## config.mk

```make
export PLATFORM = sky130hd
export DESIGN_NAME = leap_second_time_convert
export DESIGN_NICKNAME = d
export VERILOG_FILES = /design/src/hw/rtl/lstc_pkg.sv /design/src/hw/rtl/leap_second_time_convert.sv /design/src/hw/rtl/lstc_ram.sv
export VERILOG_INCLUDE_DIRS = /design/src /design/src/hw/rtl
export SDC_FILE = /design/constraint.sdc
export NUM_CORES = 2
export LEC_CHECK = 0
export BUFFER_PORTS_ARGS = -buffer_cell sky130_fd_sc_hd__buf_2
export CORE_MARGIN = 2
export CORE_UTILIZATION = 30
export CTS_BUF_LIST = sky130_fd_sc_hd__clkbuf_8
export DETAILED_ROUTE_END_ITERATION = 6
export GPL_ROUTABILITY_DRIVEN = 0
export MAX_ROUTING_LAYER = met4
export PLACE_DENSITY = 0.4
export SYNTH_ARGS = -nofsm -noshare
export SYNTH_HDL_FRONTEND = slang
export SYNTH_SLANG_ARGS = --single-unit
```

## constraint.sdc

```tcl
create_clock -name clk_i -period 13.4 [get_ports clk_i]
set_input_delay 0.67 -clock clk_i [delete_from_list [all_inputs] [get_ports clk_i]]
set_output_delay 0.67 -clock clk_i [all_outputs]
set_load 0.05 [all_outputs]
```

## src/hw/rtl/leap_second_time_convert_macros.svh

```systemverilog
// Assertion macros shared by the leap-second converter RTL
`ifndef LEAP_SECOND_TIME_CONVERT_MACROS_SVH
`define LEAP_SECOND_TIME_CONVERT_MACROS_SVH

// checked on every clock edge outside reset
`define LSTC_ASSERT(lbl, prop, msg) \
  lbl: assert property (@(posedge clk_i) disable iff (!rst_ni) (prop)) else $error(msg);

// checked on every clock edge, reset included
`define LSTC_ASSERT_ALWAYS(lbl, prop, msg) \
  lbl: assert property (@(posedge clk_i) (prop)) else $error(msg);

`endif

```

## src/hw/rtl/lstc_pkg.sv

```systemverilog
// Types and constants of the leap-second time converter
`default_nettype none

package lstc_pkg;

  localparam int TIME_W  = 50;
  localparam int KEY_W   = 34;
  localparam int OFF_W   = 8;
  localparam int NTP_W   = 33;
  localparam int EXP_W   = 33;
  localparam int OP_W    = 3;
  localparam int ERR_W   = 2;
  // bits needed for the positive epoch constants in whole seconds
  localparam int EPOCH_W = 30;

  localparam logic [OP_W-1:0] OP_CLEAR = 3'd0;
  localparam logic [OP_W-1:0] OP_LOAD  = 3'd1;
  localparam logic [OP_W-1:0] OP_M2UTC = 3'd2;
  localparam logic [OP_W-1:0] OP_UTC2M = 3'd3;
  localparam logic [OP_W-1:0] OP_M2TAI = 3'd4;

  localparam logic [ERR_W-1:0] ERR_OK    = 2'd0;
  localparam logic [ERR_W-1:0] ERR_RANGE = 2'd1;
  localparam logic [ERR_W-1:0] ERR_EMPTY = 2'd2;
  localparam logic [ERR_W-1:0] ERR_FULL  = 2'd3;

  localparam longint NTP_TO_UNIX = 64'sd2208988800;
  localparam longint EPOCH_UNIX  = 64'sd946728000;
  localparam longint EPOCH_TAI   = 64'sd946728032;

  // one table row
  typedef struct packed {
    logic signed [KEY_W-1:0] unix_sec;
    logic signed [KEY_W-1:0] tai_sec;
    logic signed [OFF_W-1:0] offset;
  } entry_t;

endpackage

`default_nettype wire

```

## src/hw/rtl/leap_second_time_convert.sv

```systemverilog
// Leap-second table with mission time, UTC and TAI conversion
//
//  channel   direction  handshake                  payload
//  command   in         start & !busy              operation, time_value, ntp_seconds,
//                                                  tai_minus_utc
//  result    out        done_o, one cycle          result_time, error_code, table_stale
//  config    in         expiration_unix_we_i       expiration_unix
//
// Clear, load, mission to TAI and errors need no table search. Conversions read
// the last row first and finish when it matches, else check row zero and bisect
// the table; the table RAM gives one probe per cycle through its registered read.
// The result word shows on done_o in the cycle busy falls; a new word may be
// started in that same cycle. The receiver cannot stall.
// Reset empties the table and sets the expiration to all ones; no clearing pass.
`default_nettype none
`include "leap_second_time_convert_macros.svh"

module leap_second_time_convert #(
  parameter int TABLE_DEPTH = 32,
  parameter int FRAC_BITS   = 16
) (
  input  logic                                 clk_i,
  input  logic                                 rst_ni,
  input  logic                                 start,
  output logic                                 busy,
  input  logic [lstc_pkg::OP_W-1:0]            operation_i,
  input  logic signed [lstc_pkg::TIME_W-1:0]   time_value_i,
  input  logic [lstc_pkg::NTP_W-1:0]           ntp_seconds_i,
  input  logic signed [lstc_pkg::OFF_W-1:0]    tai_minus_utc_i,
  input  logic                                 expiration_unix_we_i,
  input  logic [lstc_pkg::EXP_W-1:0]           expiration_unix_i,
  output logic                                 done_o,
  output logic signed [lstc_pkg::TIME_W-1:0]   result_time_o,
  output logic [lstc_pkg::ERR_W-1:0]           error_code_o,
  output logic                                 table_stale_o
);

  import lstc_pkg::*;

  localparam int AddrW = $clog2(TABLE_DEPTH);
  localparam int CntW  = $clog2(TABLE_DEPTH + 1);
  localparam int AccW  = ((TIME_W > EPOCH_W + FRAC_BITS) ? TIME_W : EPOCH_W + FRAC_BITS) + 2;
  localparam int CmpW  = ((AccW > KEY_W) ? AccW : KEY_W) + 1;
  localparam int EntW  = $bits(entry_t);

  localparam logic signed [AccW-1:0] EpochTaiFx  = AccW'(EPOCH_TAI * (longint'(1) << FRAC_BITS));
  localparam logic signed [AccW-1:0] EpochUnixFx = AccW'(EPOCH_UNIX * (longint'(1) << FRAC_BITS));
  localparam logic signed [AccW-1:0] NtpToUnix   = AccW'(NTP_TO_UNIX);
  localparam logic signed [AccW-1:0] TimeMax     = AccW'((longint'(1) << (TIME_W - 1)) - 1);
  localparam logic signed [AccW-1:0] TimeMin     = AccW'(-(longint'(1) << (TIME_W - 1)));

  localparam logic [2:0] ST_IDLE  = 3'd0;
  localparam logic [2:0] ST_KEY   = 3'd1;
  localparam logic [2:0] ST_LOAD  = 3'd2;
  localparam logic [2:0] ST_LAST  = 3'd3;
  localparam logic [2:0] ST_FIRST = 3'd4;
  localparam logic [2:0] ST_BIS   = 3'd5;
  localparam logic [2:0] ST_FIN   = 3'd6;
  localparam logic [2:0] ST_DONE  = 3'd7;

  logic [2:0]              state_q, state_d;
  logic [CntW-1:0]         cnt_q, cnt_d;
  logic [EXP_W-1:0]        exp_q;
  logic [ERR_W-1:0]        err_q, err_d;
  logic                    done_q, done_d;

  logic [OP_W-1:0]         op_q, op_d;
  logic signed [TIME_W-1:0] t_q, t_d;
  logic [NTP_W-1:0]        ntp_q, ntp_d;
  logic signed [OFF_W-1:0] tmu_q, tmu_d;
  logic signed [AccW-1:0]  acc_q, acc_d;
  logic signed [OFF_W-1:0] off_q, off_d;
  logic [CntW-1:0]         lo_q, lo_d, hi_q, hi_d, mid_q, mid_d;
  logic signed [TIME_W-1:0] result_q, result_d;
  logic [ERR_W-1:0]        code_q, code_d;
  logic                    stale_q, stale_d;

  // shared add/subtract unit
  logic signed [AccW-1:0]  add_a, add_b, add_sum;
  logic                    add_sub;

  // shared compare unit
  logic signed [AccW-1:0]  cmp_key;
  logic signed [AccW-1:0]  cmp_int;
  logic signed [KEY_W-1:0] ent_key;
  logic signed [CmpW-1:0]  cmp_b;
  logic                    ge;

  logic                    ram_we;
  logic [AddrW-1:0]        ram_waddr, ram_raddr;
  logic [EntW-1:0]         ram_rdata;
  entry_t                  ram_wentry, rd;

  logic [CntW-1:0]         cnt_m1, lo_n, hi_n, mid_n;
  logic [CntW:0]           span_sum;
  logic                    probe_more;
  logic                    rng_err;
  logic signed [AccW-1:0]  off_fx;

  assign busy          = (state_q != ST_IDLE);
  assign done_o        = done_q;
  assign result_time_o = result_q;
  assign error_code_o  = code_q;
  assign table_stale_o = stale_q;

  lstc_ram #(
    .Width (EntW),
    .Depth (TABLE_DEPTH)
  ) u_table (
    .clk_i   (clk_i),
    .we_i    (ram_we),
    .waddr_i (ram_waddr),
    .wdata_i (ram_wentry),
    .raddr_i (ram_raddr),
    .rdata_o (ram_rdata)
  );

  assign rd = ram_rdata;

  assign off_fx  = AccW'(off_q) <<< FRAC_BITS;
  assign add_sum = add_sub ? (add_a - add_b) : (add_a + add_b);

  always_comb begin
    add_a   = AccW'(t_q);
    add_b   = EpochTaiFx;
    add_sub = 1'b0;
    case (state_q)
      ST_KEY: begin
        if (op_q == OP_LOAD) begin
          add_a   = AccW'($signed({1'b0, ntp_q}));
          add_b   = NtpToUnix;
          add_sub = 1'b1;
        end else if (op_q == OP_UTC2M) begin
          add_sub = 1'b1;
        end
      end
      ST_LOAD: begin
        add_a = acc_q;
        add_b = AccW'(tmu_q);
      end
      ST_FIN: begin
        add_a   = acc_q;
        add_b   = off_fx;
        add_sub = (op_q == OP_M2UTC);
      end
      default: ;
    endcase
  end

  // search key: TAI for mission to UTC, else UTC; in DONE the same mux gives the UTC
  assign cmp_key = (op_q == OP_M2UTC) ? acc_q : AccW'(t_q);
  assign cmp_int = cmp_key >>> FRAC_BITS;
  assign ent_key = (op_q == OP_M2UTC) ? rd.tai_sec : rd.unix_sec;
  assign cmp_b   = (state_q == ST_DONE) ? CmpW'($signed({1'b0, exp_q})) : CmpW'(ent_key);
  assign ge      = (CmpW'(cmp_int) >= cmp_b);

  assign rng_err = (op_q == OP_M2UTC) ? t_q[TIME_W-1] : (AccW'(t_q) < EpochUnixFx);

  // bisection bounds after the current probe
  always_comb begin
    if (state_q == ST_FIRST) begin
      lo_n = '0;
      hi_n = cnt_q;
    end else if (ge) begin
      lo_n = mid_q;
      hi_n = hi_q;
    end else begin
      lo_n = lo_q;
      hi_n = mid_q;
    end
    span_sum   = {1'b0, lo_n} + {1'b0, hi_n};
    mid_n      = span_sum[CntW:1];
    probe_more = (({1'b0, lo_n} + (CntW + 1)'(1)) < {1'b0, hi_n});
  end

  assign cnt_m1 = cnt_q - CntW'(1);

  always_comb begin
    state_d    = state_q;
    cnt_d      = cnt_q;
    err_d      = err_q;
    done_d     = 1'b0;
    op_d       = op_q;
    t_d        = t_q;
    ntp_d      = ntp_q;
    tmu_d      = tmu_q;
    acc_d      = acc_q;
    off_d      = off_q;
    lo_d       = lo_q;
    hi_d       = hi_q;
    mid_d      = mid_q;
    result_d   = result_q;
    code_d     = code_q;
    stale_d    = stale_q;
    ram_we     = 1'b0;
    ram_waddr  = cnt_q[AddrW-1:0];
    ram_raddr  = '0;
    ram_wentry.unix_sec = acc_q[KEY_W-1:0];
    ram_wentry.tai_sec  = add_sum[KEY_W-1:0];
    ram_wentry.offset   = tmu_q;

    unique case (state_q)
      ST_IDLE: begin
        if (start) begin
          op_d    = operation_i;
          t_d     = time_value_i;
          ntp_d   = ntp_seconds_i;
          tmu_d   = tai_minus_utc_i;
          err_d   = ERR_OK;
          state_d = ST_KEY;
        end
      end
      ST_KEY: begin
        acc_d = add_sum;
        unique case (op_q) inside
          OP_CLEAR: begin
            cnt_d   = '0;
            state_d = ST_DONE;
          end
          OP_LOAD: begin
            if (cnt_q == CntW'(TABLE_DEPTH)) begin
              err_d   = ERR_FULL;
              state_d = ST_DONE;
            end else begin
              state_d = ST_LOAD;
            end
          end
          OP_M2UTC, OP_UTC2M: begin
            if (rng_err) begin
              err_d   = ERR_RANGE;
              state_d = ST_DONE;
            end else if (cnt_q == '0) begin
              err_d   = ERR_EMPTY;
              state_d = ST_DONE;
            end else begin
              ram_raddr = cnt_m1[AddrW-1:0];
              state_d   = ST_LAST;
            end
          end
          default: state_d = ST_DONE;
        endcase
      end
      ST_LOAD: begin
        ram_we  = 1'b1;
        cnt_d   = cnt_q + CntW'(1);
        state_d = ST_DONE;
      end
      ST_LAST: begin
        if (ge) begin
          off_d   = rd.offset;
          state_d = ST_FIN;
        end else begin
          state_d = ST_FIRST;
        end
      end
      ST_FIRST: begin
        if (!ge) begin
          off_d   = '0;
          state_d = ST_FIN;
        end else begin
          off_d = rd.offset;
          lo_d  = lo_n;
          hi_d  = hi_n;
          if (probe_more) begin
            mid_d     = mid_n;
            ram_raddr = mid_n[AddrW-1:0];
            state_d   = ST_BIS;
          end else begin
            state_d = ST_FIN;
          end
        end
      end
      ST_BIS: begin
        if (ge) begin
          off_d = rd.offset;
        end
        lo_d = lo_n;
        hi_d = hi_n;
        if (probe_more) begin
          mid_d     = mid_n;
          ram_raddr = mid_n[AddrW-1:0];
        end else begin
          state_d = ST_FIN;
        end
      end
      ST_FIN: begin
        acc_d   = add_sum;
        state_d = ST_DONE;
      end
      ST_DONE: begin
        done_d   = 1'b1;
        code_d   = err_q;
        result_d = '0;
        stale_d  = 1'b0;
        if (err_q == ERR_OK &&
            (op_q == OP_M2UTC || op_q == OP_UTC2M || op_q == OP_M2TAI)) begin
          if (acc_q > TimeMax) begin
            result_d = TimeMax[TIME_W-1:0];
          end else if (acc_q < TimeMin) begin
            result_d = TimeMin[TIME_W-1:0];
          end else begin
            result_d = acc_q[TIME_W-1:0];
          end
          stale_d = (op_q != OP_M2TAI) && ge;
        end
        state_d = ST_IDLE;
      end
      default: state_d = ST_IDLE;
    endcase
  end

  always_ff @(posedge clk_i or negedge rst_ni) begin
    if (!rst_ni) begin
      state_q <= ST_IDLE;
      cnt_q   <= '0;
      exp_q   <= '1;
      err_q   <= ERR_OK;
      done_q  <= 1'b0;
    end else begin
      state_q <= state_d;
      cnt_q   <= cnt_d;
      err_q   <= err_d;
      done_q  <= done_d;
      if (expiration_unix_we_i) begin
        exp_q <= expiration_unix_i;
      end
    end
  end

  always_ff @(posedge clk_i) begin
    op_q     <= op_d;
    t_q      <= t_d;
    ntp_q    <= ntp_d;
    tmu_q    <= tmu_d;
    acc_q    <= acc_d;
    off_q    <= off_d;
    lo_q     <= lo_d;
    hi_q     <= hi_d;
    mid_q    <= mid_d;
    result_q <= result_d;
    code_q   <= code_d;
    stale_q  <= stale_d;
  end

  `LSTC_ASSERT(a_done_when_idle, done_q |-> (state_q == ST_IDLE), "result word while busy")
  `LSTC_ASSERT(a_done_single, done_q |=> !done_q, "result strobe longer than one cycle")
  `LSTC_ASSERT(a_accept_busy, (start && !busy) |=> busy, "accepted word did not raise busy")
  `LSTC_ASSERT(a_err_zero, (done_q && code_q != ERR_OK) |-> (result_q == '0 && !stale_q), "error word carries a value")
  `LSTC_ASSERT(a_cnt_bound, cnt_q <= CntW'(TABLE_DEPTH), "table count beyond depth")
  `LSTC_ASSERT_ALWAYS(a_rst_empty, !rst_ni |=> (cnt_q == '0 && !done_q), "table not empty in reset")

endmodule

`default_nettype wire

```

## src/hw/rtl/lstc_ram.sv

```systemverilog
// Generic simple dual-port RAM with registered read
`default_nettype none

module lstc_ram #(
  parameter int Width = 8,
  parameter int Depth = 32
) (
  input  logic                     clk_i,
  input  logic                     we_i,
  input  logic [$clog2(Depth)-1:0] waddr_i,
  input  logic [Width-1:0]         wdata_i,
  input  logic [$clog2(Depth)-1:0] raddr_i,
  output logic [Width-1:0]         rdata_o
);

  logic [Width-1:0] mem_q [Depth];

  always_ff @(posedge clk_i) begin
    if (we_i) begin
      mem_q[waddr_i] <= wdata_i;
    end
    rdata_o <= mem_q[raddr_i];
  end

endmodule

`default_nettype wire
```

After elaboration in Yosys (flattened, before gate mapping) --
Memory sizes are Yosys's and may differ from the RTL's. A register that Yosys moved wholly into a read port is not among the register bits. Cells that the tools add are included.
Storage, ports and cells: memories kept 1, register bits after elaboration 270, input bits 131, RAM bits 2432, output and inout port bits 55, logic and storage cells 132
Operators by class: mux-type cells 56, magnitude comparators 5, add/sub/neg operators 6, eq/ne operators 21, reduce and logical (&&, ||, !) cells 24, bitwise operators 1
Memory list:
- u_table.mem_q | words 32, bits a word 76, read ports 1, clocked after memory_dff 1, write ports 1, RTL line lstc_ram.sv:16 | logic [Width-1:0] mem_q [Depth];
Operator list (number):
- two-way mux 52 bit | 3
- case mux 52 bit (3 select lines) | 1
- case mux 52 bit (2 select lines) | 1
- two-way mux 6 bit | 9
- greater-or-equal comparator 36 x 53 -> 1 bit | 1
- two-way mux 53 bit | 1
- adder 52 bit | 1
- greater-than comparator 52 x 50 -> 1 bit, second input constant | 1
- < comparator 52 x 50 -> 1 bit, second input constant | 1
- subtractor 52 bit | 1
- < comparator 50 x 47 -> 1 bit, second input constant | 1
- two-way mux 50 bit | 1
- two-way mux 49 bit | 1
- case mux 6 bit (2 select lines) | 4
- two-way mux 46 bit | 1
- two-way mux 34 bit | 1
- two-way mux 5 bit | 5
- case mux 3 bit (7 select lines) | 1
- two-way mux 8 bit | 2
- case mux 8 bit (2 select lines) | 1
- equality test 3 bit, second input constant | 5
- two-way mux 3 bit | 5
- case mux 5 bit (3 select lines) | 1
- two-way mux 2 bit | 7
- 27 further kinds | 57

Logic depth before layout (Yosys ltp) --
word-level depth 11, depth in mapped cells 32, gate-level depth less buffers 25

Modules after synthesis --
Synthesis repeated with hierarchy kept, for this count alone.
Unflattened totals: cells, all modules 6046, area total of the unflattened synthesis 110237.0 sq um
By module, submodules not included:
- lstc_ram | seq. area each 74551.5 sq um, area an instance 93978.9 sq um, cells an instance 4435, times used 1
- leap_second_time_convert | seq. area each 7923.8 sq um, area an instance 16258.1 sq um, cells an instance 1611, times used 1

Worst setup path after synthesis --
No wires, ideal clock.
path type reg2reg, start register state_q[2], end register u_table.rdata_o[70] (read register of u_table.mem_q), required time 13.260 ns, library setup time 0.140 ns, cell stages (with the launch flop) 30, path buffers 8, arrival time 7.584 ns, clock period less this slack 7.723 ns, slack 5.677 ns, path through dfrtp_1 -> clkbuf_1 -> and3_1 -> clkbuf_1 -> clkbuf_1 -> a21oi_1 -> ha_1 -> a21oi_1 -> o21ai_0 -> a221o_1 -> a31o_1 -> o21a_2 -> nor2_2 -> clkbuf_1 -> mux2i_1 -> o21a_1 -> inv_1 -> ha_1 -> or3_1 -> o31ai_1 -> mux2_2 -> and2_1 -> buf_6 -> buf_6 -> buf_2 -> buf_2 -> nand2_1 -> nand3_1 -> a31oi_1 -> a32oi_1
Between the ends: longest elaborated chain between the ends 10, elaborated cells on any way between the ends 16, classes of those cells 2 x add/sub; 2 x order compare; 4 x eq/ne; 8 x mux
Ends and longest elaborated chain:
- start: declaration | RTL line leap_second_time_convert.sv:61 | logic [2:0] state_q, state_d;
- start signal: assignment | RTL line leap_second_time_convert.sv:320 | state_q <= state_d;
- equality test 3 bit | RTL line leap_second_time_convert.sv:154 | assign cmp_b = (state_q == ST_DONE) ? CmpW'($signed({1'b0, exp_q})) : CmpW'(ent_key);
- two-way mux 53 bit | RTL line leap_second_time_convert.sv:154
- greater-or-equal comparator 36 x 53 -> 1 bit | RTL line leap_second_time_convert.sv:155 | assign ge = (CmpW'(cmp_int) >= cmp_b);
- two-way mux 6 bit | RTL line leap_second_time_convert.sv:164 | end else if (ge) begin
- two-way mux 6 bit | RTL line leap_second_time_convert.sv:161 | if (state_q == ST_FIRST) begin
- adder 6 x 1 -> 7 bit | RTL line leap_second_time_convert.sv:173 | probe_more = (({1'b0, lo_n} + (CntW + 1)'(1)) < {1'b0, hi_n});
- < comparator 7 x 6 -> 1 bit | RTL line leap_second_time_convert.sv:173
- two-way mux 5 bit | RTL line leap_second_time_convert.sv:264, leap_second_time_convert.sv:279
- two-way mux 5 bit | RTL line leap_second_time_convert.sv:257 | if (!ge) begin
- case mux 5 bit (3 select lines) (*) | RTL line leap_second_time_convert.sv:202 | unique case (state_q)
- end: declaration | RTL line lstc_ram.sv:13 | output logic [Width-1:0] rdata_o
Mark *: on every way between the ends. The rest lies on a longest branch, timed or not. A chain may end at the register's enable or synchronous reset.

Worst setup path after layout --
start register op_q[2], end register u_table.rdata_o[2] (read register of u_table.mem_q)
Between the ends: longest elaborated chain between the ends 11, elaborated cells on any way between the ends 20, classes of those cells 2 x add/sub; 2 x order compare; 2 x eq/ne; 13 x mux; 1 x reduce/logical
Ends and longest elaborated chain:
- start: declaration | RTL line leap_second_time_convert.sv:67 | logic [OP_W-1:0] op_q, op_d;
- start signal: assignment | RTL line leap_second_time_convert.sv:331 | op_q <= op_d;
- equality test 3 x 2 -> 1 bit | RTL line leap_second_time_convert.sv:151, leap_second_time_convert.sv:153, leap_second_time_convert.sv:157
- two-way mux 34 bit | RTL line leap_second_time_convert.sv:153 | assign ent_key = (op_q == OP_M2UTC) ? rd.tai_sec : rd.unix_sec;
- two-way mux 53 bit | RTL line leap_second_time_convert.sv:154
- greater-or-equal comparator 36 x 53 -> 1 bit | RTL line leap_second_time_convert.sv:155
- two-way mux 6 bit | RTL line leap_second_time_convert.sv:164
- two-way mux 6 bit | RTL line leap_second_time_convert.sv:161
- adder 6 x 1 -> 7 bit | RTL line leap_second_time_convert.sv:173
- < comparator 7 x 6 -> 1 bit | RTL line leap_second_time_convert.sv:173
- two-way mux 5 bit | RTL line leap_second_time_convert.sv:264, leap_second_time_convert.sv:279
- two-way mux 5 bit | RTL line leap_second_time_convert.sv:257
- case mux 5 bit (3 select lines) (*) | RTL line leap_second_time_convert.sv:202
Marked as above.

==> qor.yml <==
reg2reg_to: "u_table.rdata_o[2]"
clockBufferDepth: 4
rsz0062_at_grt: "false"
core_sq_um: 379000
grt_antenna_before_repair: 30
numPortBuffers: 185
yosysTopAreaCell: "edfxtp_1"
wl_per_cell_microns: 29.5
worst_slack_ns: 3.54
cts_tree: "done"
synth_area_sq_um: 114000
grt_max_degree: 155
cts_made_buffers: 478
hp-class: "in -> async"
final-hold-violation-count: 0
maxClockFrequency_mhz: 101
critPathArrivalTime_ns: 10.86
grt_pass1_vias: 72600
grt-ovfl-total: 0
ys_seq_elements: 2778
ant_nets: 0
fin_skew_ns: 0.0607
die_h_microns: 621
reg2reg_depth: 27
dp_hpwl_microns: 227000
cts.sinks: 2778
h-tree-depth: 5
cp_max_fo: 85
initial_core_util: 0.301
synthDistinctLibCells: 77
first_pass_iters: 5
fill_cells: 37000
clk_pin_slew_ns: 0.07
slew_viol_final: 0
cts-resized-gates: 0
syn_nets: 8623
fp.dieW_microns: 621
path_class: "reg -> reg"
maxSlewHeadroom: 0.172
route.detailed.drc: 0
yosysMostFrequentCell: "edfxtp_1"
drive_gt1_frac: 0.140
pre_cts_ws_ns: 3.54
r2r_setup_slack_ns: 3.54
ys.flop_type: "edfxtp_1"
area_growth_syn_to_layout_pct: 15.8
vias_per_cell: 5.16
syn_area_per_cell_sq_um: 13.6
reg2reg_from: "op_q[2]"
ys_seq_area_frac: 0.723
tns_ns: 0
grt_pass1_wl_microns: 582000
critPathRequiredTime_ns: 14.40
synth_edf_count: 2657
setup_violations: 0
tightest_slew_ns: 1.24
drt-initial-drc-count: 7566
yosys-top-cells-area: "edfxtp_1 70%, nand2_1 6.6%, mux2i_1 4.0%"
num_rows: 226
final.min_clock_period_ns: 9.86
track_usage: 0.220
ios: 186
post-route-period-util: 0.736
wl_microns: 422000
ys_top_cells_by_count: "2657 x edfxtp_1, 1996 x nand2_1, 784 x nand3_1, 453 x mux2i_1, 258 x buf_2"
outcome: "finished, final reports clean"
via_count: 74000
critPathLaunchType: "flip-flop"
die-area_sq_um: 385000
nNetsFinal: 9120
synth_top_area_frac: 0.699
async_flop_share: 0.0162
ys_warn_count: 0
end_kind: "flip-flop"
maxCapViolCount: 0
syn_inst: 8389
clkLatencyLatePin_ns: 1.11
root_buffer: "clkbuf_8"
==> cell usage in the layout, fill, tap and decap left out, types with 22 or more instances in the layout <==
master            n
edfxtp_1       2657
nand2_1        1994
nand3_1         784
clkbuf_8        543
mux2i_1         453
a21oi_1         233
inv_1           232
a32oi_1         220
buf_4           192
buf_2           185
nor2_1          182
a31oi_1         176
mux2_2          138
dlygate4sd3_1   129
a21o_1          111
o21ai_0         110
a22oi_1         104
ha_1            102
clkinv_1        101
and3_1           92
dfxtp_1          76
buf_12           38
nor2_4           36
clkinv_2         34
dfstp_2          33
xnor2_1          23
nor3_1           22
==> through the flow <==
step                hold WS [ns]  cells   util  area (sq um)
floorplan                  0.374   8389      -        114000
global placement           0.563  13300  0.321        122000
detailed placement         0.561  13300  0.321        122000
CTS                        0.140  14300  0.349        132000
global route               0.223  14300  0.349        132000
finish                     0.225  14300  0.349        132000
==> worst max-delay path by stage <==
stage,start,end,cells after the start
after floorplan,state_q[2],u_table.rdata_o[70],29
after global placement,op_q[2],u_table.rdata_o[9],27
after detailed placement,op_q[2],u_table.rdata_o[15],27
after CTS,op_q[2],u_table.rdata_o[38],27
after global routing,op_q[2],u_table.rdata_o[29],27
final,op_q[2],u_table.rdata_o[2],27
==> routing by layer <==
layer	vias up	GRT usage	share of wire
met3	662	0.0245	0.050
met2	2251	0.351	0.47
li1	32400	-	-
met5	-	-	0
met1	38700	0.295	0.44
met4	0	0.0679	0.033
==> area by class of cell <==
class / instances / area [sq um] / share of cell area
Antenna cell: 11 / 27.5 / 0.000208
Clock buffer: 543 / 7470 / 0.0566
Clock inverter: 363 / 1750 / 0.0133
Inverter: 33 / 124 / 0.000938
Multi-Input combinational cell: 5051 / 29500 / 0.224
Sequential cell: 2778 / 82500 / 0.624
Tap cell: 5016 / 6280 / 0.0475
Timing Repair Buffer: 544 / 4420 / 0.0335
==> sequential cells by signal, summed over array words and instances (netlist names), 6 cells and up <==
name,flops
u_table.mem_q,2432
u_table.rdata_o,76
acc_q,52
result_time_o,50
t_q,50
exp_q,33
ntp_q,33
off_q,8
tmu_q,8
cnt_q,6
hi_q,6
lo_q,6
mid_q,6
==> critical path, cell delays in order, from the launching register on <==
cell and delay, ns:
edfxtp_1 0.51, nand2b_2 0.22, buf_4 0.25, nor2_4 0.55
buf_4 0.61, mux2_2 0.41, ha_1 0.31, a21oi_1 0.16
nand2_1 0.08, a221o_1 0.35, a31o_1 0.29, o21a_2 0.30
nor2_2 0.65, nand2_1 0.12, a21oi_1 0.30, xnor2_1 0.14
ha_1 0.31, a21oi_1 0.09, and3_1 0.19, a21bo_2 0.27
nand3_1 0.22, inv_1 0.28, a21oi_4 0.26, buf_12 0.46
and2_4 0.92, buf_4 0.76, a32oi_1 0.20, a32oi_1 0.26
==> kinds of logic after synthesis <==
kind of cell / after synthesis / synth area share
mux: 593 / 0.0538
flops: 2778 / 0.723
buf+inv: 560 / 0.0235
simple gates: 3225 / 0.120
xor+xnor: 64 / 0.00491
compound gates: 1066 / 0.0640
fa+ha+maj: 103 / 0.0114
==> timing repair <==
item | 4_1_cts | 5_1_grt
hold buffers | 129 | 0
hold endpoints to repair | 142 | 0
buffers inserted | 0 | 0
Power is left out: the tool's default activity adds up to more than one toggle a clock period on the data nets, which glitch-free logic cannot reach.
